File: config.mk
export PLATFORM = sky130hd
export DESIGN_NAME = hwcf_front
export DESIGN_NICKNAME = d
export VERILOG_FILES = /design/src/design/hwcf_pkg.sv /design/src/design/hwcf_front.sv
export SDC_FILE = /design/constraint.sdc
export NUM_CORES = 2
export LEC_CHECK = 0
export CAP_MARGIN = 20
export CORE_ASPECT_RATIO = 0.7
export CORE_MARGIN = 2
export CORE_UTILIZATION = 55
export CTS_CLUSTER_SIZE = 25
export DETAILED_ROUTE_END_ITERATION = 6
export DONT_BUFFER_PORTS = 1
export PLACE_DENSITY = 0.7
export SLEW_MARGIN = 20
export SYNTH_ARGS = -nofsm -noshare
export SYNTH_HDL_FRONTEND = slang
export SYNTH_SLANG_ARGS = --single-unit
File: constraint.sdc
create_clock -name clk_i -period 45.8 [get_ports clk_i]
set_input_delay 9.16 -clock clk_i [delete_from_list [all_inputs] [get_ports clk_i]]
set_output_delay 9.16 -clock clk_i [all_outputs]
set_load 0.02 [all_outputs]
File: src/design/hwcf_pkg.sv
// Shared types and constants of the hidden wall cell filter.
// Used by the front, queue, back and top level modules.
package hwcf_pkg;

  localparam int unsigned MaxWidthDef  = 1024;
  localparam int unsigned MaxHeightDef = 4096;

  localparam int unsigned GridWidthRst  = 64;
  localparam int unsigned GridHeightRst = 64;

  localparam int unsigned CfgDataW = 13;
  localparam int unsigned WidthRegW  = 11;
  localparam int unsigned HeightRegW = 13;

  // queue between front and back, power of two
  localparam int unsigned QDepth = 4;
  localparam int unsigned QPtrW  = $clog2(QDepth);
  localparam int unsigned QCntW  = $clog2(QDepth + 1);

  localparam logic [1:0] CELL_WALL  = 2'd0;
  localparam logic [1:0] CELL_FLOOR = 2'd1;
  localparam logic [1:0] CELL_EMPTY = 2'd2;

  typedef enum logic {
    REG_GRID_WIDTH  = 1'b0,
    REG_GRID_HEIGHT = 1'b1
  } cfg_reg_e;

  // what one accepted cell produces: an interior result, a border result, or both
  typedef struct packed {
    logic       int_v;
    logic [1:0] int_cell;
    logic       brd_v;
    logic [1:0] brd_cell;
    logic       done;
  } res_flags_t;

  localparam int unsigned FlagsW = $bits(res_flags_t);

endpackage

File: src/design/hwcf_front.sv
// Front end: config registers, raster counters, line stores and 3x3 windows.
// Classifies each cell and pushes one queue entry per cell that gives results.
// Depends on hwcf_pkg.
module hwcf_front import hwcf_pkg::*; #(
  parameter int unsigned MAX_WIDTH  = MaxWidthDef,
  parameter int unsigned MAX_HEIGHT = MaxHeightDef,
  localparam int unsigned ColW = $clog2(MAX_WIDTH),
  localparam int unsigned RowW = $clog2(MAX_HEIGHT)
) (
  input  logic                clk_i,
  input  logic                rst_ni,
  input  logic                cell_valid_i,
  output logic                cell_stall_o,
  input  logic [1:0]          cell_code_i,
  input  logic                cfg_valid_i,
  output logic                cfg_ready_o,
  input  cfg_reg_e            cfg_index_i,
  input  logic [CfgDataW-1:0] cfg_wdata_i,
  input  logic [QCntW-1:0]    q_count_i,
  output logic                push_o,
  output logic [ColW-1:0]     push_col_o,
  output logic [RowW-1:0]     push_row_o,
  output res_flags_t          push_flags_o
);

  localparam int unsigned WidthEff  = (GridWidthRst > MAX_WIDTH) ? MAX_WIDTH : GridWidthRst;
  localparam int unsigned HeightEff = (GridHeightRst > MAX_HEIGHT) ? MAX_HEIGHT : GridHeightRst;
  localparam logic [ColW-1:0] LastColRst = ColW'(WidthEff - 1);
  localparam logic [RowW-1:0] LastRowRst = RowW'(HeightEff - 1);

  logic [ColW-1:0] last_col_q, last_col_d;
  logic [RowW-1:0] last_row_q, last_row_d;
  logic [WidthRegW-1:0]  gw;
  logic [HeightRegW-1:0] gh;

  logic [ColW-1:0] col_q;
  logic [RowW-1:0] row_q;
  logic            accept;
  logic            at_last_col, at_last_row;

  logic [1:0] mid_mem [MAX_WIDTH];
  logic       up_mem  [MAX_WIDTH];
  logic [1:0] mid_rd_q;
  logic       up_rd_q;

  logic            s1_valid_q;
  logic [ColW-1:0] s1_col_q;
  logic [RowW-1:0] s1_row_q;
  logic [1:0]      s1_cell_q;
  logic            s1_int_v_q, s1_brd_v_q, s1_done_q;

  logic [2:0] win_top_q, win_top_d;
  logic [5:0] win_mid_q, win_mid_d;
  logic [2:0] win_bot_q, win_bot_d;
  logic [1:0] center, left_cell, right_cell;
  logic       floor_near;

  // config: store the clamped last column and last row
  assign cfg_ready_o = 1'b1;
  assign gw = cfg_wdata_i[WidthRegW-1:0];
  assign gh = cfg_wdata_i[HeightRegW-1:0];

  always_comb begin
    if (gw < WidthRegW'(3)) begin
      last_col_d = ColW'(2);
    end else if (32'(gw) > 32'(MAX_WIDTH)) begin
      last_col_d = ColW'(MAX_WIDTH - 1);
    end else begin
      last_col_d = ColW'(gw - WidthRegW'(1));
    end
    if (gh < HeightRegW'(3)) begin
      last_row_d = RowW'(2);
    end else if (32'(gh) > 32'(MAX_HEIGHT)) begin
      last_row_d = RowW'(MAX_HEIGHT - 1);
    end else begin
      last_row_d = RowW'(gh - HeightRegW'(1));
    end
  end

  always_ff @(posedge clk_i or negedge rst_ni) begin
    if (!rst_ni) begin
      last_col_q <= LastColRst;
      last_row_q <= LastRowRst;
    end else if (cfg_valid_i) begin
      case (cfg_index_i)
        REG_GRID_WIDTH:  last_col_q <= last_col_d;
        REG_GRID_HEIGHT: last_row_q <= last_row_d;
        default: ;
      endcase
    end
  end

  // hold input while the queue may not take what is in flight
  assign cell_stall_o = (32'(q_count_i) + 32'(s1_valid_q)) >= 32'(QDepth);
  assign accept       = cell_valid_i && !cell_stall_o;
  assign at_last_col  = col_q >= last_col_q;
  assign at_last_row  = row_q >= last_row_q;

  always_ff @(posedge clk_i or negedge rst_ni) begin
    if (!rst_ni) begin
      col_q <= '0;
      row_q <= '0;
    end else if (accept) begin
      if (at_last_col) begin
        col_q <= '0;
        row_q <= at_last_row ? '0 : row_q + RowW'(1);
      end else begin
        col_q <= col_q + ColW'(1);
      end
    end
  end

  // row just above: read old entry, write the arriving cell
  always_ff @(posedge clk_i) begin
    if (accept) begin
      mid_rd_q      <= mid_mem[col_q];
      mid_mem[col_q] <= cell_code_i;
    end
  end

  // row two above: written from the stage-1 register, once the row-above entry is read
  always_ff @(posedge clk_i) begin
    if (accept) begin
      up_rd_q <= up_mem[col_q];
    end
    if (s1_valid_q) begin
      up_mem[s1_col_q] <= (mid_rd_q == CELL_FLOOR);
    end
  end

  always_ff @(posedge clk_i or negedge rst_ni) begin
    if (!rst_ni) begin
      s1_valid_q <= 1'b0;
    end else begin
      s1_valid_q <= accept;
    end
  end

  always_ff @(posedge clk_i) begin
    if (accept) begin
      s1_col_q   <= col_q;
      s1_row_q   <= row_q;
      s1_cell_q  <= cell_code_i;
      s1_int_v_q <= (row_q >= RowW'(2)) && (col_q >= ColW'(2)) &&
                    (row_q <= last_row_q) && (col_q <= last_col_q);
      s1_brd_v_q <= (row_q == '0) || (col_q == '0) || at_last_row || at_last_col;
      s1_done_q  <= at_last_row && at_last_col;
    end
  end

  // shift the windows by one column
  assign win_top_d = {win_top_q[1:0], up_rd_q};
  assign win_mid_d = {win_mid_q[3:0], mid_rd_q};
  assign win_bot_d = {win_bot_q[1:0], s1_cell_q == CELL_FLOOR};

  always_ff @(posedge clk_i or negedge rst_ni) begin
    if (!rst_ni) begin
      win_top_q <= '0;
      win_mid_q <= '0;
      win_bot_q <= '0;
    end else if (s1_valid_q) begin
      win_top_q <= win_top_d;
      win_mid_q <= win_mid_d;
      win_bot_q <= win_bot_d;
    end
  end

  assign left_cell  = win_mid_d[5:4];
  assign center     = win_mid_d[3:2];
  assign right_cell = win_mid_d[1:0];
  assign floor_near = (|win_top_d) || (|win_bot_d) ||
                      (left_cell == CELL_FLOOR) || (right_cell == CELL_FLOOR);

  always_comb begin
    push_flags_o.int_v    = s1_int_v_q;
    push_flags_o.int_cell = (center == CELL_WALL && !floor_near) ? CELL_EMPTY : center;
    push_flags_o.brd_v    = s1_brd_v_q;
    push_flags_o.brd_cell = (s1_cell_q == CELL_WALL) ? CELL_EMPTY : s1_cell_q;
    push_flags_o.done     = s1_done_q;
  end

  assign push_o     = s1_valid_q && (s1_int_v_q || s1_brd_v_q);
  assign push_col_o = s1_col_q;
  assign push_row_o = s1_row_q;

endmodule

## After elaboration in Yosys (flattened, before gate mapping)

Memory sizes are Yosys's and may differ from the RTL's. A register that Yosys moved wholly into a read port is not among the register bits.
Cells that the tools add are included.

| word-level totals | value |
|---|---|
| bits in registers | 80 |
| memory bits (writable) | 3072 |
| memories | 2 |
| input bits | 23 |

Memories:

| memory | words | width | rd ports | clocked after Yosys merged registers in | write ports | RTL line | source |
|---|---|---|---|---|---|---|---|
| mid_mem | 1024 | 2 | 1 | 1 | 1 | hwcf_front.sv:41 | `logic [1:0] mid_mem [MAX_WIDTH];` |
| up_mem | 1024 | 1 | 1 | 1 | 1 | hwcf_front.sv:42 | `logic up_mem [MAX_WIDTH];` |

| cells by class | value |
|---|---|
| bitwise gates (word level) | 1 |
| muxes and demuxes | 12 |
| equal/unequal tests | 3 |
| magnitude comparators | 11 |
| reduce and logical (&&, ||, !) cells | 25 |
| $add $sub $neg | 5 |

Operators by type and width:

| kind | count |
|---|---|
| $mux W12 | 3 |
| $mux W10 | 3 |
| $gt A13 B13 Y1 const B | 1 |
| $lt A13 B2 Y1 const B | 1 |
| $add A12 B1 Y12 const B | 1 |
| $ge A12 B12 Y1 | 1 |
| $ge A12 B2 Y1 const B | 1 |
| $le A12 B12 Y1 | 1 |
| $logic_not A12 Y1 | 1 |
| $sub A12 B1 Y12 const B | 1 |
| $gt A11 B11 Y1 const B | 1 |
| $lt A11 B2 Y1 const B | 1 |
| $add A10 B1 Y10 const B | 1 |
| $ge A10 B10 Y1 | 1 |
| $ge A10 B2 Y1 const B | 1 |
| $le A10 B10 Y1 | 1 |
| $logic_not A10 Y1 | 1 |
| $sub A10 B1 Y10 const B | 1 |
| $logic_and A1 B1 Y1 | 7 |
| $logic_or A1 B1 Y1 | 7 |
| $eq A2 B1 Y1 const B | 3 |
| $reduce_and A2 Y1 | 3 |
| $reduce_or A3 Y1 | 2 |
| $add A3 B1 Y4 | 1 |
| other kinds (6) | 12 |

## Longest topological paths before layout

| logic depth | value |
|---|---|
| depth after elaboration | 8 |
| depth in mapped cells | 16 |
| mapped depth without buffers | 10 |

## Least setup slack after synthesis

No wires, ideal clock.

| timing path | value |
|---|---|
| path kind | register -> output |
| from | register mid_rd_q[1], read port of mid_mem |
| to | output push_flags_o[5] (netlist name) |
| stages on the path, launching flop included | 4 |
| buffers on the path | 0 |
| slack | 10.539 ns |
| arrival time | 26.101 ns |
| cells stage by stage | edfxtp_1 nor2b_1 nor3_1 a41o_1 |

RTL lines:

| what | RTL line | source |
|---|---|---|
| from (decl) | hwcf_front.sv:43 | `logic [1:0] mid_rd_q;` |
| to (decl) | hwcf_front.sv:23 | `output res_flags_t push_flags_o` |

## Final worst setup path

| timing path | value |
|---|---|
| from | input q_count_i[1] |
| to | output cell_stall_o |

| on the way | value |
|---|---|
| word-level cells in the longest chain between the ends | 2 |

RTL lines:

| what | RTL line | source |
|---|---|---|
| from (decl) | hwcf_front.sv:19 | `input logic [QCntW-1:0] q_count_i,` |
| $add A3 B1 Y4 | hwcf_front.sv:94 | `assign cell_stall_o = (32'(q_count_i) + 32'(s1_valid_q)) >= 32'(QDepth);` |
| $ge A4 B3 Y1 | hwcf_front.sv:94 |  |
| to (decl) | hwcf_front.sv:13 | `output logic cell_stall_o,` |

Every way passes these cells.

==> out/results.txt <==
Worst R2R Start - col_q[1]
Arr. time, crit path - 10.17 ns
Clk root buf - clkbuf_16
Top_reg_cell synth - edfxtp_1
Synth unique cells - 70
Fin. max-slew vios - 0
Mapped Area - 0.132 mm^2
CTS Hold Bufs - 0
VDD IR max - 0.0435 mV
Hold Path Class - flip-flop to flip-flop
Area contributors post-synth - edfxtp_1 (71%), mux2i_1 (10%), nor2_1 (6.2%)
Outcome - complete, but fails checks
First-pass GRT wire length - 541000 um
Count of TritonRoute iterations in the first routing pass - 7
Critical path data required time - 36.64 ns
CP max stage delay - 0.72 ns
R2R depth - 11
P&R area growth vs syn - 9.10%
RSZ-0062 raised after global routing - false
Routed via count - 80845
Gr ovfl total - 0
CTS tree - yes
Post-synth EDFFs - 3102
Pin count of the biggest net entering global routing - 1026
Port-buffer cells - 0
Asr flop ratio synth - 1.68%
Pwr dens - 51.1 mW/mm^2
Synthesized Nets - 9125
Die width - 589 um
CTS Buffer Depth - 4
WL/cell - 31.7 um
Antenna Nets Post-Route - 0
Register area share after synthesis - 71.8%
Most frequent cells in the layout - edfxtp_1 (3102), nor2_1 (2173), mux2i_1 (1345)
Top delay family on crit path - compound AO/OA/AOI/OAI gates
CP Buf/Inv Count - 1
Synthesized instance count - 9071
Hold Vio Cnt, Final - 0
Post-CTS Setup Inserts - 0
# IOs - 55
Critical path capture point type - output port
Reg clk slew, reported paths - 0.07 ns
Initial Util - 55.2%
Max_cap viols - 0
Final Setup Violations - 0
Total power - 0.00733 W
Setup TNS - 0 ns
Crit path depth - 2
Vias per cell - 6.62
CTS sink cnt - 3155
Crit-path cells - a31oi_1 -> inv_1
Crit-path slowest cell - a31oi_1
Avg Synthesized Cell Area - 14.5 um^2
DRC - 7
Crit path max fanout - 6
Failing checks - DRC
FP Rows - 150
Vias in the first global route - 75696
Die Ht - 413 um
Crit Path Class - input pin to output port
CTS resizes - 0
Layout cell share with drive strength beyond 1 - 9.25%
CP Launch Type - input pin
Post-Route WL - 387000 um
Achievable frequency - 51.7 MHz
Pleak - 45.5 nW
Max transition margin - 7.22%
Register bit total from synthesis - 3155
Post-synth top area cell - edfxtp_1
Final HPWL DP - 200000 um
Final layout net count - 8844
Final GP Congestion - 0.834
CTS Buf Count - 294
Core area - 0.238 mm^2
Synth top area share - 70.8%
Antenna violations before repair - 15
H-tree levels - 5
Yosys Warn Count - 0
Full die area - 0.243 mm^2
CP Launch Point - q_count_i[1]
Hold Crit Start - last_row_q[0]
Worst-Skew Late Latency - 0.88 ns
Slew @ Worst Pin - 1.39 ns
Clk_skew - 0.0692 ns
GRT Overall Usage - 31.2%
Hold depth - 2
Iter 0 DRT Violations - 15337
Period utilization - 42.2%
Leading cell type in the layout, fill and taps excluded - edfxtp_1
Tmin final - 19.33 ns
metal layers:
metal	GRT usage, %	up-vias	wire length, um
li1	-	33414	-
met1	46.2	40913	149000
met2	45.6	5780	167000
met3	8.51	736	59600
met4	8.78	2	12100
met5	0.585	-	203
cells by family (layout without fill, tap and decap cells):
family,count (synthesis),after routing,share of synthesized area (%)
XOR/XNOR,14,14,0.0932
AO/OA/AOI/OAI,856,856,4.20
buffers and inverters,804,741,2.96
adder cells (fa/ha/maj),31,31,0.295
multiplexers,1457,1457,12.1
other,1,14,0.00285
flip-flops,3155,3155,71.8
AND/OR/NAND/NOR,2753,2753,8.55
Yosys cell counts, drive strengths merged (20+ instances only):
library cell,n
a21oi,24
nand2,215
nand3,53
a22o,23
nor3,51
and3,22
nor4,115
buf,360
o22ai,628
edfxtp,3102
inv,37
o2111ai,20
mux4,103
a211oi,28
mux2i,1345
or4,25
ha,31
o21ai,51
nor2,2177
clkbuf,406
dfrtp,41
through the flow:
step	util (%)	area, um^2	instances	hold WS [ns]	setup slack (ns)
floorplan	-	132000	9071	0.437	10.54
global placement	56.2	134000	11672	0.458	26.50
detailed placement	56.2	134000	11674	0.458	26.47
CTS	60.1	143000	12188	0.468	26.47
global route	60.2	144000	12200	0.509	26.46
finish	60.2	144000	12213	0.475	26.47
report_power, final:
part / switching [W] / total [W] / internal (W) / leakage (nW)
logic: 0.00104 / 0.00161 / 0.000566 / 12.3
clock network: 0.00106 / 0.00241 / 0.00136 / 4.53
registers: 0.0000331 / 0.00331 / 0.00328 / 28.7
total: 0.00213 / 0.00733 / 0.00520 / 45.5
final cells by class:
cell class | count | area, um^2
fillers | 17658 | 94800
flip-flops and latches | 3155 | 94500
multi-input cells | 5112 | 33900
clock buffers | 368 | 7860
well taps | 3192 | 3990
repair buffers | 189 | 1770
clock inverters | 146 | 1360
inverters | 38 | 143
diodes | 13 | 32.5
registers in the layout (all words and copies together) (netlist names):
name        count
s1_cell_q       2
mid_rd_q        2
win_bot_q       2
mid_mem      2048
s1_valid_q      1
up_mem       1024
row_q          12
s1_done_q       1
up_rd_q         1
push_row_o     12
col_q          10
s1_brd_v_q      1
win_mid_q       4
last_row_q     12
push_col_o     10
s1_int_v_q      1
last_col_q     10
win_top_q       2
path summary, 6_finish.rpt:
check,slack [ns],end
max,26.47,cell_stall_o
min,0.48,last_row_q[0]
max reg2reg,38.29,mid_rd_q[0]
min reg2reg,0.48,last_row_q[0]
max in group asynchronous,37.58,last_col_q[3]
min in group asynchronous,7.99,col_q[8]
Power figures use the tool's default switching activity.
