<file path="src/design/hwcf_pkg.sv">
// Shared types and constants of the hidden wall cell filter.
// Used by the front, queue, back and top level modules.
package hwcf_pkg;

  localparam int unsigned MaxWidthDef  = 1024;
  localparam int unsigned MaxHeightDef = 4096;

  localparam int unsigned GridWidthRst  = 64;
  localparam int unsigned GridHeightRst = 64;

  localparam int unsigned CfgDataW = 13;
  localparam int unsigned WidthRegW  = 11;
  localparam int unsigned HeightRegW = 13;

  // queue between front and back, power of two
  localparam int unsigned QDepth = 4;
  localparam int unsigned QPtrW  = $clog2(QDepth);
  localparam int unsigned QCntW  = $clog2(QDepth + 1);

  localparam logic [1:0] CELL_WALL  = 2'd0;
  localparam logic [1:0] CELL_FLOOR = 2'd1;
  localparam logic [1:0] CELL_EMPTY = 2'd2;

  typedef enum logic {
    REG_GRID_WIDTH  = 1'b0,
    REG_GRID_HEIGHT = 1'b1
  } cfg_reg_e;

  // what one accepted cell produces: an interior result, a border result, or both
  typedef struct packed {
    logic       int_v;
    logic [1:0] int_cell;
    logic       brd_v;
    logic [1:0] brd_cell;
    logic       done;
  } res_flags_t;

  localparam int unsigned FlagsW = $bits(res_flags_t);

endpackage

</file>
<file path="src/design/hwcf_fifo.sv">
// Short queue of classified cells between front and back.
// Depends on hwcf_pkg for depth and count widths.
module hwcf_fifo import hwcf_pkg::*; #(
  parameter int unsigned DATA_W = 8
) (
  input  logic              clk_i,
  input  logic              rst_ni,
  input  logic              push_i,
  input  logic [DATA_W-1:0] push_data_i,
  input  logic              pop_i,
  output logic              empty_o,
  output logic [DATA_W-1:0] head_o,
  output logic [QCntW-1:0]  count_o
);

  logic [DATA_W-1:0] mem_q [QDepth];
  logic [QPtrW-1:0]  wr_ptr_q, rd_ptr_q;
  logic [QCntW-1:0]  count_q;
  logic              do_pop;

  assign empty_o = (count_q == '0);
  assign do_pop  = pop_i && !empty_o;
  assign head_o  = mem_q[rd_ptr_q];
  assign count_o = count_q;

  always_ff @(posedge clk_i) begin
    if (push_i) begin
      mem_q[wr_ptr_q] <= push_data_i;
    end
  end

  always_ff @(posedge clk_i or negedge rst_ni) begin
    if (!rst_ni) begin
      wr_ptr_q <= '0;
      rd_ptr_q <= '0;
      count_q  <= '0;
    end else begin
      if (push_i) begin
        wr_ptr_q <= wr_ptr_q + QPtrW'(1);
      end
      if (do_pop) begin
        rd_ptr_q <= rd_ptr_q + QPtrW'(1);
      end
      case ({push_i, do_pop})
        2'b10:   count_q <= count_q + QCntW'(1);
        2'b01:   count_q <= count_q - QCntW'(1);
        default: count_q <= count_q;
      endcase
    end
  end

endmodule

</file>
<file path="config.mk">
export PLATFORM = sky130hd
export DESIGN_NAME = hwcf_fifo
export DESIGN_NICKNAME = d
export VERILOG_FILES = /design/src/design/hwcf_pkg.sv /design/src/design/hwcf_fifo.sv
export SDC_FILE = /design/constraint.sdc
export NUM_CORES = 1
export LEC_CHECK = 0
export BUFFER_PORTS_ARGS = -buffer_cell sky130_fd_sc_hd__buf_2
export CAP_MARGIN = 5
export CORE_MARGIN = 2
export CORE_UTILIZATION = 50
export CTS_CLUSTER_SIZE = 16
export DETAILED_ROUTE_END_ITERATION = 16
export PLACE_DENSITY = 0.84
export SKIP_CTS_REPAIR_TIMING = 1
export SYNTH_ARGS = -nofsm -noshare
export SYNTH_HDL_FRONTEND = slang
export SYNTH_SLANG_ARGS = --single-unit
</file>
<file path="constraint.sdc">
create_clock -name clk_i -period 2.4 [get_ports clk_i]
set_input_delay 0.24 -clock clk_i [delete_from_list [all_inputs] [get_ports clk_i]]
set_output_delay 0.24 -clock clk_i [all_outputs]
set_load 0.05 [all_outputs]
</file>
Yosys cells after proc, flatten, opt, wreduce, memory -nomap -nowiden

Memories as Yosys holds them, arrays and structs flattened.
Index checks and enable logic that the tools add are counted.
W data, S select, Z words.

ROM bits: 0
Bits of input ports: 12
Word-level logic and storage cells: 17
Output and inout bits: 12
RAM bits: 32
Memories kept: 1
Bits in latches: 0
Register bits: 7

Reductions and logical operators: 4
$lt $le $gt $ge: 0
Divide/modulo/power cells: 0
Shift-type cells: 0
Bitwise gates (word level): 0
Equality and inequality tests: 2
Add/sub/neg operators: 4
Mux-type cells: 3
$mul: 0

Memory list:

| memory | depth | width | read ports | clocked after Yosys merged registers in | wr ports | line            | source |
|---|---|---|---|---|---|---|---|
| mem_q  | 4     | 8     | 1          | 0                                       | 1        | hwcf_fifo.sv:16 | `logic [DATA_W-1:0] mem_q [QDepth];` |

Operators by type and width:

| operator              | number |
|---|---|
| $pmux W3 S2           | 1 |
| $add A2 B1 Y2 const B | 2 |
| $add A3 B1 Y3 const B | 1 |
| $logic_not A3 Y1      | 1 |
| $sub A3 B1 Y3 const B | 1 |
| $eq A2 B1 Y1 const B  | 1 |
| $eq A2 B2 Y1 const B  | 1 |
| $mux W1               | 2 |
| $reduce_bool A2 Y1    | 1 |
| $logic_and A1 B1 Y1   | 1 |
| $logic_not A1 Y1      | 1 |

Depth between registers and ports, before layout

Gate-level depths: netlist of run 1.

Depth in word-level cells: 5
Mapped depth: 7
Mapped depth without buffers: 7

Worst setup path before layout of run 1

OpenSTA, ideal clock, no wires.

Path type: flip-flop to output port
Start point: register count_q[0] (netlist: count_o[0])
End point: output port empty_o
Stages on the path, launching flop included: 2
Arrival time: 1.755 ns
Data required time: 2.160 ns
Setup slack: 0.405 ns
Buffers on the path: 0
Cells stage by stage: dfrtp_1 -> nor3_1

Word-level cells in the longest chain between the ends: 1

RTL lines:

| what                     | line            | source |
|---|---|---|
| start: declaration       | hwcf_fifo.sv:18 | `logic [QCntW-1:0] count_q;` |
| start signal: assignment | hwcf_fifo.sv:45 | `2'b10: count_q <= count_q + QCntW'(1);` |
| start signal: assignment | hwcf_fifo.sv:46 | `2'b01: count_q <= count_q - QCntW'(1);` |
| start signal: assignment | hwcf_fifo.sv:47 | `default: count_q <= count_q;` |
| $logic_not A3 Y1         | hwcf_fifo.sv:21 | `assign empty_o = (count_q == '0);` |
| end: declaration         | hwcf_fifo.sv:11 | `output logic empty_o,` |

Every way passes these cells.

Final worst setup path of run 1

Start point: register rd_ptr_q[0]
End point: output port head_o[7]

Word-level cells in the longest chain between the ends: 1

RTL lines:

| what                     | line            | source |
|---|---|---|
| start: declaration       | hwcf_fifo.sv:17 | `logic [QPtrW-1:0] wr_ptr_q, rd_ptr_q;` |
| start signal: assignment | hwcf_fifo.sv:42 | `rd_ptr_q <= rd_ptr_q + QPtrW'(1);` |
| $mem_v2 Z4 W8            | -               |  |
| end: declaration         | hwcf_fifo.sv:12 | `output logic [DATA_W-1:0] head_o,` |

Every way passes these cells.

==> run metrics, run 1 <==
status=completed; post-layout util=60.3%; DRC Markers=0; final worst path period share=88.0%; Synth Register Bits=39; warnings from Yosys=0; antenna violations before repair=0; Skew-Pair Late Insertion Delay=approximately 0.34 ns; setup TNS=0 ns; gr usage total=15.6%; number of placed I/O pins=24; port bufs=23; Leakage=0.000699 uW; largest net degree at the start of global routing=14; initial core utilization=between 50 and 60%; CP startpoint=rd_ptr_q[0]; cts bufs inserted=5; Filler Cell Count=228; Hold Violations, Final=0; area growth from synthesis to layout=16.4%; vias per cell=between 5 and 6; CTS tree=built; Clock Tree Root=clkbuf_4; maximum level of the CTS H-tree=2; worst slew pin tran=0.573 ns; First-pass DRT Iterations=4; CP arrival=1.87 ns; Hold WS=0.106 ns; critical path, cell by cell=mux4_2 > buf_2; worst hold path class=in -> reg; CP peak stage delay=approximately 0.73 ns; Post-Syn Nets=96; # nets final=~130; core area=between 3000 and 4000 sq um; Critical-path top delay cell=dfrtp_1; ANT cells=0; Die H=59.8 um; Reg-to-Reg Start=count_o[0]; worst setup path endpoint=head_o[7]; post-synthesis instance total=78; Relative slew margins=61.8%; Peak supply drop=slightly above 0.7 mV; Area after DPL=1700 sq um; wirelength, routed=2.30 mm; Congestion Overflow GR=0; share of cells above drive strength 1=36.1%; min cycle time layout=2.11 ns; Hold Startpoint=push_data_i[0]; Reg-to-Reg End=count_o[2]; crit end category=primary output; CP required=approximately 2.2 ns; register area=1140 sq um; CP max FO=10; worst setup path class=reg -> out; routed len/inst=16.3 um; Routed Antenna Nets=0; register area share after synthesis=around 73%; design area=1810 sq um; Setup-failing EPs final=0; gp weighted congestion=0.705; Startpoint Class=register; Max Clock Skew=0.00601 ns; R2R cell count=7; Final Total Pwr=2570 uW; 1st-iter DRT viols=24; Fmax achieved=474 MHz; PwrDens=approximately 1400 nW/um^2; CP Buf/Inv Count=1; die span in x=approximately 60 um; Detail Placement HPWL=roughly 1.6 mm; CP Depth=2; Worst-path clk slew=0.12 ns; Longest Clk Path Bufs=2; die area=3570 sq um; RSZ-0062 raised after global routing=no; area of the multi-input gates=about 380 sq um; number of global-route vias before repair=792; cell family contributing the most delay on the critical path=flip-flops; worst reg2reg setup slack=between 0.5 and 0.6 ns; Sink Count=39; post-synthesis cell area=approximately 1600 sq um; Max Cap Viol=0; Slew Limit Fails=0; Post-Synthesis Mean Instance Area=19.9 sq um; FP Rows=20; first-pass GRT wire length=3.88 mm; total number of vias=730; synth unique cells=17
-- power by group --
group	internal, uW	total [uW]	switching, uW
registers	907	1060	150
logic	320	976	655
clock network	324	534	210
-- per-stage QoR --
step           setup slack [ns]  cells
2_1_floorplan             0.405     78
3_3_place_gp              0.655    132
3_5_place_dp              0.602    132
4_1_cts                   0.232    140
5_1_grt                   0.144    141
6_report                  0.289    141
-- routing by layer --
metal	wire, um	global-route usage (%)
met2	1090	23.0
met4	8	4.76
met1	1040	21.3
met3	161	6.71
met5	0	0
-- kinds of logic after synthesis --
family	after synthesis	synth area share (%)
xor+xnor	6	3.38
flops	39	73.0
fa+ha+maj	6	5.31
compound gates	2	0.885
mux	9	12.2
buf+inv	8	2.49
simple gates	8	2.65
-- registers in the layout (all words and copies together), names as in the netlist --
signal / cells
count_o: 3
mem_q: 32
rd_ptr_q: 2
wr_ptr_q: 2
-- worst min path at each step --
stage | slack, ns | end | depth (start not counted)
after floorplan | -0.06 | count_o[0] | 0
after global placement | 0.08 | count_o[1] | 1
after detailed placement | 0.08 | wr_ptr_q[0] | 1
after CTS | -0.30 | wr_ptr_q[0] | 1
after global routing | 0.09 | mem_q[3][0] | 1
final | 0.11 | mem_q[3][0] | 1
-- cell type report --
| cell class | count | share of cell area (%) |
|---|---|---|
| clock buffer | 5 | 2.07 |
| clock inverter | 3 | 3.73 |
| inverter | 6 | 1.24 |
| multi-input combinational | 31 | 21.0 |
| sequential | 39 | 62.8 |
| tap | 33 | 2.28 |
| timing repair buffer | 24 | 6.91 |
-- cell usage after synthesis --
library cell,count,area share [%]
nor2_1,1,0.24
xnor2_1,2,1.1
nor3_1,1,0.32
o21ai_0,1,0.32
buf_6,1,0.72
fa_1,1,1.3
and2_1,4,1.6
xor2_1,4,2.3
mux2i_1,1,0.64
nand2_1,2,0.48
dfrtp_1,7,11
clkbuf_2,1,0.32
inv_1,6,1.4
o31a_1,1,0.56
mux4_2,8,12
edfxtp_1,32,62
ha_1,5,4.0
-- cells in the final DEF (no fill, tap or decap) --
cell           instances
dlygate4sd3_1          1
buf_2                 23
xor2_1                 4
dfrtp_1                7
fa_1                   1
nor2_1                 1
o31a_1                 1
clkbuf_4               5
xnor2_1                2
nor3_1                 1
ha_1                   5
nand2_1                2
bufinv_16              2
inv_1                  6
mux4_2                 8
o21ai_0                1
clkinvlp_4             1
mux2i_1                1
edfxtp_1              32
and2_1                 4
(Power assumes the default switching activity.)
==> run 2: changes to the inputs <==
--- a/config.mk
+++ b/config.mk
@@ -9,6 +9,7 @@
 export CAP_MARGIN = 5
 export CORE_MARGIN = 2
 export CORE_UTILIZATION = 50
+export CTS_BUF_LIST = sky130_fd_sc_hd__clkbuf_8
 export CTS_CLUSTER_SIZE = 16
 export DETAILED_ROUTE_END_ITERATION = 16
 export PLACE_DENSITY = 0.84
==> constraint.sdc (replaced) <==
create_clock -name clk_i -period 2.2 [get_ports clk_i]
set_input_delay 0.22 -clock clk_i [delete_from_list [all_inputs] [get_ports clk_i]]
set_output_delay 0.22 -clock clk_i [all_outputs]
set_load 0.05 [all_outputs]
==> run 2 against run 1 <==
Compared with the run above: highest routed layer unchanged; via count up 4.7%; worst setup slack worse by 0.083 ns; utilization up 0.33 points; global-route usage down 0.12 points; final area up 0.55%; largest power group unchanged; sequential power up 8%; clock skew down 0.00094 ns.
==> run metrics, run 2 (same netlist as run 1, synthesis figures left out) <==
status=completed; first-pass GRT wire length=3.79 mm (-2.5%); min cycle time layout=1.99 ns; worst hold path class=in -> reg; area growth from synthesis to layout=17.1%; setup TNS=0 ns (unchanged); CP peak stage delay=0.68 ns (-0.05 ns); sw frac=39.7% (+0.18 points); Leakage=0.000708 uW (+1.3%); routed len/inst=16.9 um (+3.7%); largest net degree at the start of global routing=13 (-1); Finished Layout Cells=142 (+0.71%); Clk network pwr share=20.0% (-0.8 points); Peak supply drop=0.749 mV (+2.9%); CP max FO=9 (-1); Setup-failing EPs final=0 (unchanged); PwrDens=1540 nW/um^2 (+8.3%); most frequent cells in the layout=edfxtp_1 (32), buf_2 (23), mux4_2 (8); crit end category=primary output; Congestion Overflow GR=0 (unchanged); 1st-iter DRT viols=7 (-71%); Routed Antenna Nets=0 (unchanged); Max Clock Skew=0.00507 ns (-0.000938 ns); RSZ-0062 raised after global routing=no; gp weighted congestion=0.664 (-5.8%); share of cells above drive strength 1=35.8% (-0.33 points); initial core utilization=51.8% (unchanged); worst setup path class=reg -> out; Fmax achieved=501 MHz; Longest Clk Path Bufs=2 (unchanged); number of placed I/O pins=24 (unchanged); worst slew pin tran=0.535 ns (-0.0378 ns); placed cell count=133 (+0.76%); Die H=59.8 um (unchanged); Detail Placement HPWL=1.68 mm (+4.2%); Max Cap Viol=0 (unchanged); wirelength, routed=2.40 mm (+4.5%); ANT cells=0 (unchanged); CTS tree=built; total number of vias=764 (+4.7%); Most flops, register=mem_q; cts bufs inserted=5 (unchanged); FP Rows=20 (unchanged); First-pass DRT Iterations=5 (+1); DRC Markers=0 (unchanged); CP required=1.98 ns (-0.18 ns); Skew-Pair Late Insertion Delay=0.29 ns (-0.05 ns); CP arrival=1.77 ns (-0.10 ns); final worst path period share=90.7%; Startpoint Class=register; Relative slew margins=64.3% (+2.5 points); die area=3570 sq um (unchanged); Power Internal=1680 uW (+8.6%); Sw Pwr=1110 uW (+9.4%); Slew Limit Fails=0 (unchanged); die span in x=59.8 um (unchanged); Critical-path top delay cell=dfrtp_1; Worst-path clk slew=0.07 ns (-0.05 ns); antenna violations before repair=0 (unchanged); # nets final=126 (+0.80%); port bufs=23 (unchanged); critical path, cell by cell=mux4_2 > buf_2; Clock Tree Root=clkbuf_8; vias per cell=5.38 (+3.9%); max FFs per register=32 (unchanged); Flop pwr share=41.2% (about the same); CP Buf/Inv Count=1 (unchanged); Sink Count=39 (unchanged); cell family contributing the most delay on the critical path=flip-flops; maximum level of the CTS H-tree=2 (unchanged); commonest non-fill, non-tap cell in the layout=edfxtp_1; core area=3000 sq um (unchanged); Hold Violations, Final=0 (unchanged); number of global-route vias before repair=798 (+0.76%); Gate power share=38.7% (+0.7 points); gr usage total=15.5% (-0.12 points)
run 2: worst paths after layout:
kind | start | to | slack, ns | cells past startpoint
setup reg to reg | count_o[0] | count_o[2] | 0.41 | 7
max in group asynchronous | rst_ni | wr_ptr_q[1] | 1.75 | 2
hold / removal | push_data_i[0] | mem_q[2][0] | 0.14 | 1
min in group asynchronous | rst_ni | count_o[0] | 0.29 | 2
setup / recovery | rd_ptr_q[0] | head_o[0] | 0.21 | 2
hold reg to reg | count_o[2] | count_o[2] | 0.53 | 1
run 2: layout make-up:
cell class / count / area [sq um]
sequential: 39 / 1140
inverter: 6 / 22.5
clock buffer: 5 / 68.8
fill: 229 / 1180
multi-input combinational: 31 / 380
timing repair buffer: 25 / 133
tap: 33 / 41.3
clock inverter: 3 / 38.8
run 2: through the flow:
stage | hold slack, ns | setup slack, ns | power, uW | instance area [sq um] | utilization (%)
detailed placement | 0.0678 | 0.386 | 2260 | 1700 | 56.7
global placement | 0.0591 | 0.479 | 2220 | 1700 | 56.7
finish | 0.142 | 0.206 | 2790 | 1820 | 60.6
global route | 0.136 | 0.0918 | 2930 | 1820 | 60.6
floorplan | -0.0756 | 0.209 | 2030 | 1560 | -
CTS | -0.247 | 0.166 | 2840 | 1810 | 60.3
run 2: worst reg2reg max path, stage by stage (launching register included):
cell     delay (ns)
dfrtp_1        0.43
o31a_1         0.24
ha_1           0.20
inv_1          0.06
fa_1           0.37
xor2_1         0.15
nor2_1         0.12
xor2_1         0.16
run 2: power groups by stage:
stage	logic, uW	clock network [uW]	registers [uW]
global route	1150	601	1180
finish	1080	560	1150
detailed placement	1090	0	1170
CTS	1100	578	1160
global placement	1070	0	1150
floorplan	861	0	1170
run 2: metal layers:
metal	share of wire [%]	track usage, %	vias to the layer above
met3	5.2	5.41	3
li1	-	-	351
met1	40	17.6	388
met5	0	0	-
met4	1.0	5.71	0
met2	54	26.9	22
