==> src/design/hwcf_pkg.sv <==
// Shared types and constants of the hidden wall cell filter.
// Used by the front, queue, back and top level modules.
package hwcf_pkg;

  localparam int unsigned MaxWidthDef  = 1024;
  localparam int unsigned MaxHeightDef = 4096;

  localparam int unsigned GridWidthRst  = 64;
  localparam int unsigned GridHeightRst = 64;

  localparam int unsigned CfgDataW = 13;
  localparam int unsigned WidthRegW  = 11;
  localparam int unsigned HeightRegW = 13;

  // queue between front and back, power of two
  localparam int unsigned QDepth = 4;
  localparam int unsigned QPtrW  = $clog2(QDepth);
  localparam int unsigned QCntW  = $clog2(QDepth + 1);

  localparam logic [1:0] CELL_WALL  = 2'd0;
  localparam logic [1:0] CELL_FLOOR = 2'd1;
  localparam logic [1:0] CELL_EMPTY = 2'd2;

  typedef enum logic {
    REG_GRID_WIDTH  = 1'b0,
    REG_GRID_HEIGHT = 1'b1
  } cfg_reg_e;

  // what one accepted cell produces: an interior result, a border result, or both
  typedef struct packed {
    logic       int_v;
    logic [1:0] int_cell;
    logic       brd_v;
    logic [1:0] brd_cell;
    logic       done;
  } res_flags_t;

  localparam int unsigned FlagsW = $bits(res_flags_t);

endpackage

==> src/design/hwcf_back.sv <==
// Back end: turns each queue entry into one or two result beats.
// Interior cell first, then the border cell; output register holds a stalled beat.
// Depends on hwcf_pkg.
module hwcf_back import hwcf_pkg::*; #(
  parameter int unsigned ColW = 10,
  parameter int unsigned RowW = 12
) (
  input  logic            clk_i,
  input  logic            rst_ni,
  input  logic            empty_i,
  input  logic [ColW-1:0] head_col_i,
  input  logic [RowW-1:0] head_row_i,
  input  res_flags_t      head_flags_i,
  output logic            pop_o,
  output logic            res_valid_o,
  input  logic            res_stall_i,
  output logic [ColW-1:0] cell_col_o,
  output logic [RowW-1:0] cell_row_o,
  output logic [1:0]      cell_out_o,
  output logic            last_o,
  output logic            grid_done_o
);

  logic            out_valid_q;
  logic [ColW-1:0] col_q;
  logic [RowW-1:0] row_q;
  logic [1:0]      cell_q;
  logic            last_q, done_q;
  logic            int_sent_q;
  logic            load_en, take, send_int;

  assign load_en  = !out_valid_q || !res_stall_i;
  assign take     = load_en && !empty_i;
  assign send_int = head_flags_i.int_v && !int_sent_q;
  // pop once the entry's final beat is loaded into the output register
  assign pop_o    = take && !(send_int && head_flags_i.brd_v);

  always_ff @(posedge clk_i or negedge rst_ni) begin
    if (!rst_ni) begin
      out_valid_q <= 1'b0;
      int_sent_q  <= 1'b0;
    end else if (load_en) begin
      out_valid_q <= !empty_i;
      if (take) begin
        int_sent_q <= send_int && head_flags_i.brd_v;
      end
    end
  end

  always_ff @(posedge clk_i) begin
    if (take) begin
      if (send_int) begin
        col_q  <= head_col_i - ColW'(1);
        row_q  <= head_row_i - RowW'(1);
        cell_q <= head_flags_i.int_cell;
        last_q <= !head_flags_i.brd_v;
        done_q <= 1'b0;
      end else begin
        col_q  <= head_col_i;
        row_q  <= head_row_i;
        cell_q <= head_flags_i.brd_cell;
        last_q <= 1'b1;
        done_q <= head_flags_i.done;
      end
    end
  end

  assign res_valid_o = out_valid_q;
  assign cell_col_o  = col_q;
  assign cell_row_o  = row_q;
  assign cell_out_o  = cell_q;
  assign last_o      = last_q;
  assign grid_done_o = done_q;

endmodule

==> config.mk <==
export PLATFORM = sky130hd
export DESIGN_NAME = hwcf_back
export DESIGN_NICKNAME = d
export VERILOG_FILES = /design/src/design/hwcf_pkg.sv /design/src/design/hwcf_back.sv
export SDC_FILE = /design/constraint.sdc
export NUM_CORES = 1
export LEC_CHECK = 0
export ABC_CLOCK_PERIOD_IN_PS = 2800
export BUFFER_PORTS_ARGS = -buffer_cell sky130_fd_sc_hd__buf_2
export CAP_MARGIN = 20
export CORE_UTILIZATION = 40
export CTS_BUF_LIST = sky130_fd_sc_hd__clkbuf_8
export DETAILED_ROUTE_END_ITERATION = 10
export PLACE_DENSITY_LB_ADDON = 0.05
export SYNTH_ARGS = -nofsm -noshare
export SYNTH_HDL_FRONTEND = slang
export SYNTH_SLANG_ARGS = --single-unit
export TNS_END_PERCENT = 10
==> constraint.sdc <==
create_clock -name clk_i -period 2.8 [get_ports clk_i]
set_input_delay 0 -clock clk_i [delete_from_list [all_inputs] [get_ports clk_i]]
set_output_delay 0 -clock clk_i [all_outputs]
set_load 0.02 [all_outputs]
Word-level counts from Yosys, hierarchy flattened
Cells that the tools add are included.

Register bits: 28. Bits of input ports: 33. Output and inout port bits: 28. Logic and storage cells: 24.

Add/subtract/negate cells: 2. Mux-type cells: 3. Reduce and logical (&&, ||, !) cells: 12.

Operators with widths (number): two-way mux 12 bit (1); subtractor 12 x 1 -> 12 bit (second input constant) (1); two-way mux 10 bit (1); subtractor 10 x 1 -> 10 bit (second input constant) (1); logical NOT 1 bit (6); logical AND 1 bit (4); two-way mux 2 bit (1); AND reduction 2 bit (1); logical OR 1 bit (1).

Depth between registers and ports, before layout
Gate-level depths: netlist (run 1).

Depth after elaboration: 5. Depth in mapped cells: 5. Mapped depth without buffers: 5.

Least setup slack after synthesis (run 1)
OpenSTA, ideal clock, no wires.

Path type: register to register. From: register out_valid_q, in the netlist res_valid_o. To: register col_q[0], in the netlist cell_col_o[0], enable pin. Setup time: 0.422 ns. Arrival time: 1.890 ns. Required time: 2.378 ns. Setup slack: 0.488 ns. Stages on the path, launching flop included: 2. Buffers on the path: 0. Period minus slack after synthesis: 2.312 ns. Path through: dfrtp_1 a21oi_1.

Longest elaborated chain between the ends: 3.

RTL lines: start: declaration (RTL line hwcf_back.sv:24) `logic out_valid_q;`; start signal: assignment (RTL line hwcf_back.sv:43) `out_valid_q <= !empty_i;`; logical NOT 1 bit (RTL line hwcf_back.sv:32) `assign load_en = !out_valid_q || !res_stall_i;`; logical OR 1 bit (RTL line hwcf_back.sv:32); logical AND 1 bit (RTL line hwcf_back.sv:33) `assign take = load_en && !empty_i;`; net take (RTL line hwcf_back.sv:30) `logic load_en, take, send_int;`; end signal: assignment (RTL line hwcf_back.sv:53) `col_q <= head_col_i - ColW'(1);`; end signal: assignment (RTL line hwcf_back.sv:59) `col_q <= head_col_i;`; end: declaration (RTL line hwcf_back.sv:25) `logic [ColW-1:0] col_q;`.

The timed path passes the listed nets, and every way through them passes these cells. A chain may end at the register's enable or synchronous reset.

Worst setup path in the final report (run 1)
From: register int_sent_q. To: register cell_q[0], in the netlist cell_out_o[0] (data pin).

Longest elaborated chain between the ends: 3.

RTL lines: start: declaration (RTL line hwcf_back.sv:29) `logic int_sent_q;`; start signal: assignment (RTL line hwcf_back.sv:45) `int_sent_q <= send_int && head_flags_i.brd_v;`; logical NOT 1 bit (RTL line hwcf_back.sv:34) `assign send_int = head_flags_i.int_v && !int_sent_q;`; logical AND 1 bit (RTL line hwcf_back.sv:34); two-way mux 2 bit (RTL line hwcf_back.sv:52) `if (send_int) begin`; end signal: assignment (RTL line hwcf_back.sv:55) `cell_q <= head_flags_i.int_cell;`; end signal: assignment (RTL line hwcf_back.sv:61) `cell_q <= head_flags_i.brd_cell;`; end: declaration (RTL line hwcf_back.sv:27) `logic [1:0] cell_q;`.

No other way between the ends.

==> results by group, run 1 <==
Routing
  • Average wire per cell in the routed design: 11.2 um
  • Vias per Instance: 4.50
  • Number of violations reported at the end of detailed-routing iteration 0: 24
  • Remaining number of nets flagged by the antenna check after routing: 0
  • DRC violation count after routing: 0
  • Vias post-DR: 990
  • WL final: 2460 um
  • DRT Pass-1 Iters: 4

Yosys
  • Portion of the post-synthesis area used by sequential elements: 0.621
  • Number of synthesized register bits: 28
  • Count of different cell masters after synthesis: 27
  • Post-synthesis instance area: 1340 um^2
  • Mean area per synthesized cell: 12.8 um^2
  • Yosys warning total: 0
  • Net Count, Synth: 140
  • Cells after Synth: 105

STA
  • Setup TNS after final layout: 0 ns
  • Period minus WS final: 1.60 ns
  • Clock tree skew after final layout: 0.00578 ns
  • Remaining max-slew budget at the tightest pin: 0.683
  • Maximum clock frequency: 624 MHz
  • Number of slew-limit violations in the final report: 0
  • Final critical-path share of the clock period: 0.573
  • Final-report hold violation count: 0
  • Final worst hold slack: 0.0143 ns
  • Final count of negative-setup-slack endpoints: 0
  • Least-Margin Pin Slew: 0.471 ns
  • Setup repair after global routing missed its margin: no

Final layout
  • Final core utilization: 0.593
  • Filler Cell Count: 289
  • Number of antenna repair diodes: 0
  • Proportion of layout cells with a drive suffix above 1: 0.415
  • Area growth syn-to-layout: 37.5%
  • Post-layout nets: 212
  • Final cell area excluding filler cells: 1840 um^2

Global routing
  • Aggregate global routing overflow: 0
  • Initial antenna violation count: 0
  • Maximum number of pins on one net before global-route repair: 30
  • Number of global-route vias before repair: 875
  • Overall Global Routing Usage: 0.150
  • Wire length of the first global-routing pass: 3800 um

Worst setup path
  • Startpoint types: flop
  • Count of cells along the worst register-to-register path: 4
  • Register-to-Register Setup Slack: 1.20 ns
  • Start-to-end type of the worst setup path: reg -> reg
  • Sort of element at the end of the critical path: flop
  • Worst-path fanout max: 11
  • Required time reported for the critical path endpoint: 2.83 ns
  • Critical R2R Capture: cell_out_o[0]$_DFFE_PP_
  • Reg2Reg Launch Point: int_sent_q$_DFFE_PN0P_
  • Arr. time, crit path: 1.63 ns

Placed design
  • Instance area at placement: 1690 um^2
  • RD Place Congestion: 0.791
  • Half-perimeter wire length after detailed placement: 1800 um
  • Port-buffer cells: 60

Clock network
  • Depth of the CTS H-tree: 1
  • TritonCTS Sinks: 28
  • Buffer levels on the longest clock path: 2
  • Clock transition at the register clock pins on the worst setup and hold paths after CTS: 0.10 ns
  • Clock Root Buffer: sky130_fd_sc_hd__clkbuf_8
  • Post-cts repair resize count: 0
  • Number of buffers created by CTS: 3
  • TritonCTS clock tree: done
  • Clock latency on the worst-skew pair: 0.27 ns

Min path
  • Hold path startpoint: head_flags_i[0]
  • Worst hold path endpoint: grid_done_o$_SDFFCE_PP0P_
  • Worst hold path stage count: 2
  • Hold Crit Class: in -> reg

Die
  • Die Y: 59.9 um
  • Placement Rows: 20
  • Initial standard-cell utilization of the core: 0.431
  • Area of the core region: 3100 um^2
  • Number of top-level design ports: 61
  • Overall die width: 59.9 um
  • Total Die Area: 3580 um^2

Pwr
  • Switching Share: 0.236
  • Share of total power in combinational logic: 0.168
  • Net Switching: 0.233 mW
  • Maximum ir drop on the vdd rail: 0.000268 V
  • Total power density per cell area: 535 nW/um^2
  • Cell leakage power: 0.796 nW
  • Fraction of power consumed by the clock network: 0.325
  • Pint: 0.753 mW
  • Fraction of power consumed by sequential logic: 0.506

Flow run
  • Number of maximum-capacitance violations: 0

Run status
  • Result of the run: complete, no violations
-- critical path, stage by stage (launching register included) --
cell	delay (ns)
sky130_fd_sc_hd__dfrtp_1	0.37
sky130_fd_sc_hd__and2b_2	0.30
sky130_fd_sc_hd__nand2_1	0.10
sky130_fd_sc_hd__nand2_1	0.04
sky130_fd_sc_hd__dlygate4sd3_1	0.55
-- power groups by stage --
stage	Clock (mW)	Sequential (mW)	Combinational, mW
finish	0.321	0.499	0.166
global route	0.339	0.502	0.183
CTS	0.327	0.499	0.168
detailed placement	0	0.508	0.156
global placement	0	0.508	0.154
floorplan	0	0.543	0.0579
-- registers in the layout (all words and copies together), names as in the netlist --
signal       count
cell_out_o       2
int_sent_q       1
cell_row_o      12
last_o           1
cell_col_o      10
grid_done_o      1
res_valid_o      1
-- layout by cell type, fill, tap and decap left out --
| cell type | n |
|---|---|
| sky130_fd_sc_hd__dlygate4sd3_1 | 8 |
| sky130_fd_sc_hd__nor2b_1 | 1 |
| sky130_fd_sc_hd__edfxtp_1 | 26 |
| sky130_fd_sc_hd__and2_1 | 1 |
| sky130_fd_sc_hd__nor4_4 | 1 |
| sky130_fd_sc_hd__nor3_1 | 2 |
| sky130_fd_sc_hd__inv_1 | 5 |
| sky130_fd_sc_hd__nand4b_1 | 1 |
| sky130_fd_sc_hd__and2b_2 | 1 |
| sky130_fd_sc_hd__clkbuf_8 | 3 |
| sky130_fd_sc_hd__xor2_1 | 9 |
| sky130_fd_sc_hd__or4_4 | 2 |
| sky130_fd_sc_hd__dfrtp_1 | 2 |
| sky130_fd_sc_hd__nand3_1 | 3 |
| sky130_fd_sc_hd__nand2b_4 | 1 |
| sky130_fd_sc_hd__and2_2 | 1 |
| sky130_fd_sc_hd__a21oi_2 | 1 |
| sky130_fd_sc_hd__nor3_2 | 1 |
| sky130_fd_sc_hd__nand2_1 | 18 |
| sky130_fd_sc_hd__o21ai_0 | 3 |
| sky130_fd_sc_hd__and4_1 | 1 |
| sky130_fd_sc_hd__bufinv_16 | 1 |
| sky130_fd_sc_hd__and3_1 | 1 |
| sky130_fd_sc_hd__buf_2 | 60 |
| sky130_fd_sc_hd__nor2_1 | 6 |
| sky130_fd_sc_hd__nand3b_1 | 1 |
| sky130_fd_sc_hd__ha_1 | 2 |
| sky130_fd_sc_hd__buf_4 | 1 |
| sky130_fd_sc_hd__xnor2_1 | 10 |
| sky130_fd_sc_hd__nor4_1 | 3 |
-- layout make-up --
class | instances | area, um^2 | share of cell area
tap | 44 | 55.1 | 0.0299
clock inverter | 1 | 30.0 | 0.0163
multi-input combinational | 70 | 477 | 0.259
inverter | 5 | 18.8 | 0.0102
sequential | 28 | 831 | 0.451
timing repair buffer | 69 | 388 | 0.211
clock buffer | 3 | 41.3 | 0.0224
-- worst max-delay path by stage --
stage	from	endpoint	slack [ns]	depth (start not counted)
finish	int_sent_q$_DFFE_PN0P_	cell_out_o[0]$_DFFE_PP_	1.20	4
global route	int_sent_q$_DFFE_PN0P_	cell_out_o[0]$_DFFE_PP_	1.12	4
CTS	int_sent_q$_DFFE_PN0P_	cell_out_o[0]$_DFFE_PP_	1.20	4
detailed placement	int_sent_q$_DFFE_PN0P_	cell_row_o[11]$_DFFE_PP_	1.25	4
global placement	int_sent_q$_DFFE_PN0P_	cell_col_o[9]$_DFFE_PP_	1.28	4
floorplan	res_valid_o$_DFFE_PN0N_	cell_col_o[0]$_DFFE_PP_	0.49	1
-- kinds of logic (layout without fill, tap and decap cells) --
kind of cell | count (synthesis) | count (layout) | share of synthesized area
adder cells (fa/ha/maj) | 2 | 2 | 0.0187
AO/OA/AOI/OAI | 4 | 4 | 0.0149
buffers and inverters | 7 | 78 | 0.0262
flip-flops | 28 | 28 | 0.621
AND/OR/NAND/NOR | 45 | 45 | 0.195
XOR/XNOR | 19 | 19 | 0.124
-- layer usage --
metal  global-route usage  part of all wire  routed length, um  up-vias
li1                     -                 -                  -      507
met1                0.180              0.43               1050      442
met2                0.256              0.50               1230       39
met3               0.0303             0.060                148        2
met4               0.0698            0.0098                 24        0
met5                    0                 0                  0        -
-- cell usage after synthesis --
cell type	count	share of area
sky130_fd_sc_hd__edfxtp_1	26	0.58
sky130_fd_sc_hd__nand2_1	18	0.050
sky130_fd_sc_hd__xnor2_1	10	0.065
sky130_fd_sc_hd__xor2_1	9	0.059
sky130_fd_sc_hd__nor2_1	6	0.017
sky130_fd_sc_hd__inv_1	5	0.014
sky130_fd_sc_hd__nand3_1	3	0.011
sky130_fd_sc_hd__nor4_1	3	0.014
sky130_fd_sc_hd__o21ai_0	3	0.011
sky130_fd_sc_hd__dfrtp_1	2	0.037
sky130_fd_sc_hd__ha_1	2	0.019
sky130_fd_sc_hd__nor3_1	2	0.0075
sky130_fd_sc_hd__or4_4	2	0.017
sky130_fd_sc_hd__a21oi_1	1	0.0037
sky130_fd_sc_hd__and2_1	1	0.0047
sky130_fd_sc_hd__and2_2	1	0.0056
sky130_fd_sc_hd__and2b_2	1	0.0065
sky130_fd_sc_hd__and3_1	1	0.0047
sky130_fd_sc_hd__and4_1	1	0.0065
sky130_fd_sc_hd__buf_2	1	0.0037
sky130_fd_sc_hd__buf_6	1	0.0084
sky130_fd_sc_hd__nand2b_4	1	0.010
sky130_fd_sc_hd__nand3b_1	1	0.0056
sky130_fd_sc_hd__nand4b_1	1	0.0065
sky130_fd_sc_hd__nor2b_1	1	0.0047
sky130_fd_sc_hd__nor3_2	1	0.0075
sky130_fd_sc_hd__nor4_4	1	0.016
-- stage by stage --
step | power [mW] | instances | setup WS [ns]
after global placement | 0.662 | 208 | 1.28
final | 0.985 | 220 | 1.20
after detailed placement | 0.664 | 208 | 1.25
after global routing | 1.02 | 220 | 1.12
after CTS | 0.994 | 220 | 1.20
after floorplan | 0.601 | 105 | 0.488
-- timing repair --
action / 4_1_cts / 5_1_grt
hold buffers: 8 / 0
endpoints found under the hold margin: 7 / 0
buffers inserted: 0 / 0
Note: power is estimated with default switching activity, not from simulation.
==> run 2: changes to the inputs <==
--- a/config.mk
+++ b/config.mk
@@ -5,7 +5,7 @@
 export SDC_FILE = /design/constraint.sdc
 export NUM_CORES = 1
 export LEC_CHECK = 0
-export ABC_CLOCK_PERIOD_IN_PS = 2800
+export ABC_CLOCK_PERIOD_IN_PS = 1420
 export BUFFER_PORTS_ARGS = -buffer_cell sky130_fd_sc_hd__buf_2
 export CAP_MARGIN = 20
 export CORE_UTILIZATION = 40
==> constraint.sdc (replaced) <==
create_clock -name clk_i -period 1.42 [get_ports clk_i]
set_input_delay 0 -clock clk_i [delete_from_list [all_inputs] [get_ports clk_i]]
set_output_delay 0 -clock clk_i [all_outputs]
set_load 0.02 [all_outputs]
==> results by group, run 2 (synthesis results as in run 1) <==
Run status
  • Result of the run: finished with violations
  • Failing checks: negative setup slack

Pwr
  • Maximum ir drop on the vdd rail: 0.000347 V
  • Net Switching: 0.448 mW
  • Share of total power in combinational logic: 0.198
  • Switching Share: 0.254
  • Cell leakage power: 0.813 nW
  • Fraction of power consumed by sequential logic: 0.559
  • Total power density per cell area: 937 nW/um^2
  • Fraction of power consumed by the clock network: 0.243
  • Pint: 1.31 mW

STA
  • Period minus WS final: 1.50 ns
  • Final setup slack of the worst path: -0.0798 ns
  • Setup TNS after final layout: -0.198 ns
  • Least-Margin Pin Slew: 0.474 ns
  • Remaining max-slew budget at the tightest pin: 0.681
  • Clock tree skew after final layout: 0.00360 ns
  • Number of slew-limit violations in the final report: 0
  • Final-report hold violation count: 0
  • Maximum clock frequency: 667 MHz
  • Final critical-path share of the clock period: 1.06
  • Final count of negative-setup-slack endpoints: 6
  • Setup repair after global routing missed its margin: yes

Worst setup path
  • Sort of element at the end of the critical path: flop
  • Start-to-end type of the worst setup path: reg -> reg
  • Count of cells along the worst register-to-register path: 4
  • Longest individual stage delay on the worst path: 0.46 ns
  • Startpoint types: flop
  • Reg2Reg Launch Point: int_sent_q$_DFFE_PN0P_
  • Slowest cell on crit path: sky130_fd_sc_hd__or4_4
  • Worst-path fanout max: 4
  • Number of buffer and inverter stages on the critical path: 0
  • Arr. time, crit path: 1.52 ns
  • Register-to-Register Setup Slack: -0.08 ns
  • Top delay family on crit path: simple AND/OR/NAND/NOR gates
  • Required time reported for the critical path endpoint: 1.44 ns
  • Critical R2R Capture: cell_col_o[9]$_DFFE_PP_
  • CP Cell Sequence: nand2b_4 -> or4_4 -> nor4_4 -> xor2_1

Placed design
  • Port-buffer cells: 60
  • RD Place Congestion: 0.715
  • Half-perimeter wire length after detailed placement: 1880 um
  • Instance area at placement: 1730 um^2

Final layout
  • Filler Cell Count: 296
  • Flip-flop count of the largest register after layout: 12
  • Area growth syn-to-layout: 40.5%
  • Final cell area excluding filler cells: 1880 um^2
  • Proportion of layout cells with a drive suffix above 1: 0.453
  • Commonest cells after routing, fill and taps aside: 60 x sky130_fd_sc_hd__buf_2, 26 x sky130_fd_sc_hd__edfxtp_1, 18 x sky130_fd_sc_hd__nand2_1
  • Post-layout nets: 217
  • Leading cell type in the layout, fill and taps excluded: sky130_fd_sc_hd__buf_2
  • Number of antenna repair diodes: 0

Global routing
  • Overall Global Routing Usage: 0.158
  • Maximum number of pins on one net before global-route repair: 18
  • Aggregate global routing overflow: 0
  • Initial antenna violation count: 0
  • Wire length of the first global-routing pass: 4040 um
  • Number of global-route vias before repair: 950

Die
  • Placement Rows: 20
  • Number of top-level design ports: 61
  • Overall die width: 59.9 um
  • Die Y: 59.9 um
  • Initial standard-cell utilization of the core: 0.431
  • Total Die Area: 3580 um^2
  • Area of the core region: 3100 um^2

Routing
  • Remaining number of nets flagged by the antenna check after routing: 0
  • Vias post-DR: 1011
  • Number of violations reported at the end of detailed-routing iteration 0: 16
  • Vias per Instance: 4.49
  • DRC violation count after routing: 0
  • Average wire per cell in the routed design: 11.3 um
  • WL final: 2550 um
  • DRT Pass-1 Iters: 4

Min path
  • Worst hold path stage count: 2
  • Worst hold path endpoint: grid_done_o$_SDFFCE_PP0P_
  • Hold path startpoint: head_flags_i[0]
  • Hold Crit Class: in -> reg

Clock network
  • Depth of the CTS H-tree: 1
  • Buffer levels on the longest clock path: 2
  • Clock latency on the worst-skew pair: 0.27 ns
  • Clock transition at the register clock pins on the worst setup and hold paths after CTS: 0.09 ns
  • Clock Root Buffer: sky130_fd_sc_hd__clkbuf_8
  • Number of buffers created by CTS: 3
  • TritonCTS Sinks: 28
  • TritonCTS clock tree: done
  • Setup fix buffers added after clock tree synthesis: 0

Flow run
  • Number of maximum-capacitance violations: 0
==> run 2: area by class of cell <==
cell class	instances	area, um^2	area share
Sequential cell	28	831	0.442
Multi-Input combinational cell	70	505	0.269
Timing Repair Buffer	74	425	0.226
Tap cell	44	55.1	0.0293
Clock buffer	3	41.3	0.0220
Inverter	5	18.8	0.00998
Clock inverter	1	3.75	0.00200
==> run 2: worst max path at each step <==
stage	from	to	slack [ns]	depth (start not counted)
detailed placement	int_sent_q$_DFFE_PN0P_	cell_col_o[9]$_DFFE_PP_	-0.1	4
CTS	int_sent_q$_DFFE_PN0P_	cell_col_o[9]$_DFFE_PP_	-0.1	4
finish	int_sent_q$_DFFE_PN0P_	cell_col_o[9]$_DFFE_PP_	-0.08	4
global route	int_sent_q$_DFFE_PN0P_	cell_col_o[9]$_DFFE_PP_	-0.15	4
global placement	int_sent_q$_DFFE_PN0P_	cell_col_o[9]$_DFFE_PP_	-0.05	4
floorplan	int_sent_q$_DFFE_PN0P_	cell_col_o[9]$_DFFE_PP_	-0.15	5
==> run 2: routing by layer <==
layer,vias up,share of wire,global-route usage
met5,-,0,0
met4,0,0.0075,0.0797
met3,2,0.050,0.0281
met2,39,0.51,0.278
met1,452,0.43,0.184
li1,518,-,-
==> run 2: power groups by stage <==
| stage | logic, mW | registers (mW) | clock network (mW) |
|---|---|---|---|
| floorplan | 0.116 | 1.07 | 0 |
| global placement | 0.326 | 1.00 | 0 |
| detailed placement | 0.329 | 1.00 | 0 |
| CTS | 0.350 | 0.985 | 0.448 |
| global route | 0.383 | 0.989 | 0.486 |
| finish | 0.349 | 0.984 | 0.428 |
==> run 2: what timing repair did <==
action,CTS,global route
pin swaps,1,1
gates resized for setup,4,1
endpoints found under the hold margin,6,0
setup endpoints to repair,11,12
hold buffers,8,0
==> run 2: metrics by stage <==
step / hold slack, ns / worst slack (ns) / total power, mW / std cells / util
finish: 0.0112 / -0.0798 / 1.76 / 225 / 0.606
global route: 0.0117 / -0.149 / 1.86 / 225 / 0.606
CTS: 0.00202 / -0.0959 / 1.78 / 225 / 0.605
detailed placement: -0.210 / -0.0950 / 1.33 / 213 / 0.559
global placement: -0.210 / -0.0492 / 1.33 / 213 / 0.559
floorplan: -0.296 / -0.147 / 1.19 / 105 / -
==> run 3: changes to the inputs <==
--- a/config.mk
+++ b/config.mk
@@ -8,10 +8,12 @@
 export ABC_CLOCK_PERIOD_IN_PS = 1420
 export BUFFER_PORTS_ARGS = -buffer_cell sky130_fd_sc_hd__buf_2
 export CAP_MARGIN = 20
+export CORE_ASPECT_RATIO = 0.8
 export CORE_UTILIZATION = 40
 export CTS_BUF_LIST = sky130_fd_sc_hd__clkbuf_8
 export DETAILED_ROUTE_END_ITERATION = 10
 export PLACE_DENSITY_LB_ADDON = 0.05
+export REMOVE_ABC_BUFFERS = 1
 export SYNTH_ARGS = -nofsm -noshare
 export SYNTH_HDL_FRONTEND = slang
 export SYNTH_SLANG_ARGS = --single-unit
==> results by group, run 3 (synthesis results as in run 1) <==
Run status
  • Result of the run: finished with violations
  • Failing checks: negative setup slack

Routing
  • Met1 Routed Length: 1140 um
  • Remaining number of nets flagged by the antenna check after routing: 0
  • Number of violations reported at the end of detailed-routing iteration 0: 20
  • Average wire per cell in the routed design: 11.5 um
  • WL final: 2540 um
  • DRC violation count after routing: 0
  • Routed length on met2: 1240 um
  • DRT Pass-1 Iters: 4
  • Routed length on met3: 159 um
  • Vias per Instance: 4.59
  • Top layer reached by signal wires: met4
  • Vias post-DR: 1020

STA
  • Final setup slack of the worst path: -0.104 ns
  • Maximum clock frequency: 656 MHz
  • Final-report hold violation count: 0
  • Number of slew-limit violations in the final report: 0
  • Final critical-path share of the clock period: 1.07
  • Period minus WS final: 1.52 ns
  • Least-Margin Pin Slew: 0.501 ns
  • Clock tree skew after final layout: 0.00288 ns
  • Setup repair after global routing missed its margin: yes
  • Remaining max-slew budget at the tightest pin: 0.663
  • Final worst hold slack: 0.0256 ns
  • Final count of negative-setup-slack endpoints: 5

Die
  • Overall die width: 66.7 um
  • Total Die Area: 3580 um^2
  • Placement Rows: 18
  • Die Y: 53.7 um
  • Area of the core region: 3130 um^2
  • Number of top-level design ports: 61
  • Initial standard-cell utilization of the core: 0.428

Worst setup path
  • Top delay family on crit path: simple AND/OR/NAND/NOR gates
  • Total number of cells along the worst setup path: 4
  • Count of cells along the worst register-to-register path: 4
  • Slowest cell on crit path: sky130_fd_sc_hd__or4_4
  • Startpoint types: flop
  • Sort of element at the end of the critical path: flop
  • Longest individual stage delay on the worst path: 0.46 ns
  • CP Cell Sequence: nand2b_4 -> or4_4 -> nor4_4 -> xor2_1
  • Worst-path fanout max: 4
  • Start-to-end type of the worst setup path: reg -> reg
  • Arr. time, crit path: 1.54 ns
  • Required time reported for the critical path endpoint: 1.43 ns
  • Number of buffer and inverter stages on the critical path: 0

Final layout
  • Final cell area excluding filler cells: 1880 um^2
  • Number of antenna repair diodes: 0
  • Flip-flop count of the largest register after layout: 12
  • Filler Cell Count: 258
  • Proportion of layout cells with a drive suffix above 1: 0.462
  • Post-layout nets: 218
  • Area growth syn-to-layout: 40.3%
  • Commonest cells after routing, fill and taps aside: 60 x sky130_fd_sc_hd__buf_2, 26 x sky130_fd_sc_hd__edfxtp_1, 18 x sky130_fd_sc_hd__nand2_1
  • Leading cell type in the layout, fill and taps excluded: sky130_fd_sc_hd__buf_2

Pwr
  • Maximum ir drop on the vdd rail: 0.000614 V
  • Total power density per cell area: 931 nW/um^2
  • Cell leakage power: 0.818 nW
  • Post-route total power: 1.75 mW

Placed design
  • Instance area at placement: 1720 um^2
  • Port-buffer cells: 60
  • RD Place Congestion: 0.738
  • Half-perimeter wire length after detailed placement: 2010 um

Global routing
  • Overall Global Routing Usage: 0.156
  • Aggregate global routing overflow: 0
  • Initial antenna violation count: 0
  • Maximum number of pins on one net before global-route repair: 20
  • Wire length of the first global-routing pass: 4040 um
  • Number of global-route vias before repair: 891

Clock network
  • Buffer levels on the longest clock path: 2
  • TritonCTS Sinks: 28
  • TritonCTS clock tree: done
  • Number of buffers created by CTS: 3
  • Depth of the CTS H-tree: 1
  • Clock latency on the worst-skew pair: 0.26 ns
  • Clock Root Buffer: sky130_fd_sc_hd__clkbuf_8
  • Clock transition at the register clock pins on the worst setup and hold paths after CTS: 0.09 ns

Min path
  • Hold Crit Class: in -> reg
  • Worst hold path stage count: 2

Flow run
  • Number of maximum-capacitance violations: 0
[run 3: changes by cell type in the layout (fill, tap and decap cells not counted), sizes merged]
cell	before	now
buf	66	67
[run 3: report_power, final]
group,switching [mW],internal [mW]
Clock,0.220,0.193
Combinational,0.199,0.151
Sequential,0.0144,0.970
[run 3: final cells by class]
cell class / instances / area [um^2] / share of cell area
clock buffers: 3 / 41.3 / 0.0220
clock inverters: 1 / 3.75 / 0.00200
inverters: 5 / 18.8 / 0.00999
multi-input cells: 70 / 500 / 0.266
flip-flops and latches: 28 / 831 / 0.442
well taps: 40 / 50.0 / 0.0266
repair buffers: 75 / 433 / 0.231
[run 3: worst paths after layout]
check                                       start                        end  slack (ns)
max                        int_sent_q$_DFFE_PN0P_    cell_col_o[9]$_DFFE_PP_       -0.10
min                               head_flags_i[0]  grid_done_o$_SDFFCE_PP0P_        0.03
max reg2reg                int_sent_q$_DFFE_PN0P_    cell_col_o[9]$_DFFE_PP_       -0.10
min reg2reg                int_sent_q$_DFFE_PN0P_     int_sent_q$_DFFE_PN0P_        0.69
max in group asynchronous                  rst_ni     int_sent_q$_DFFE_PN0P_        1.28
min in group asynchronous                  rst_ni    res_valid_o$_DFFE_PN0N_        0.04
[run 3: per-stage QoR]
stage	setup slack, ns	utilization	instances	TNS [ns]
6_report	-0.104	0.600	222	-0.276
2_1_floorplan	-0.892	-	103	-25.01
4_1_cts	-0.124	0.593	221	-0.395
3_3_place_gp	-0.0492	0.550	209	-0.0875
5_1_grt	-0.145	0.600	222	-0.723
3_5_place_dp	-0.122	0.550	209	-0.378
[run 3: per-layer routing]
layer  global-route usage  vias up
met1                0.194      463
met3               0.0487        2
met5                    0        -
met4               0.0213        0
li1                     -      519
met2                0.276       36
[run 3: what timing repair did]
item                                    4_1_cts  5_1_grt
resized for setup                             2        4
endpoints found under the setup margin        8       16
pin swaps                                     0        2
hold buffers                                  8        0
hold endpoints to repair                      6        0
buffers inserted                              0        1
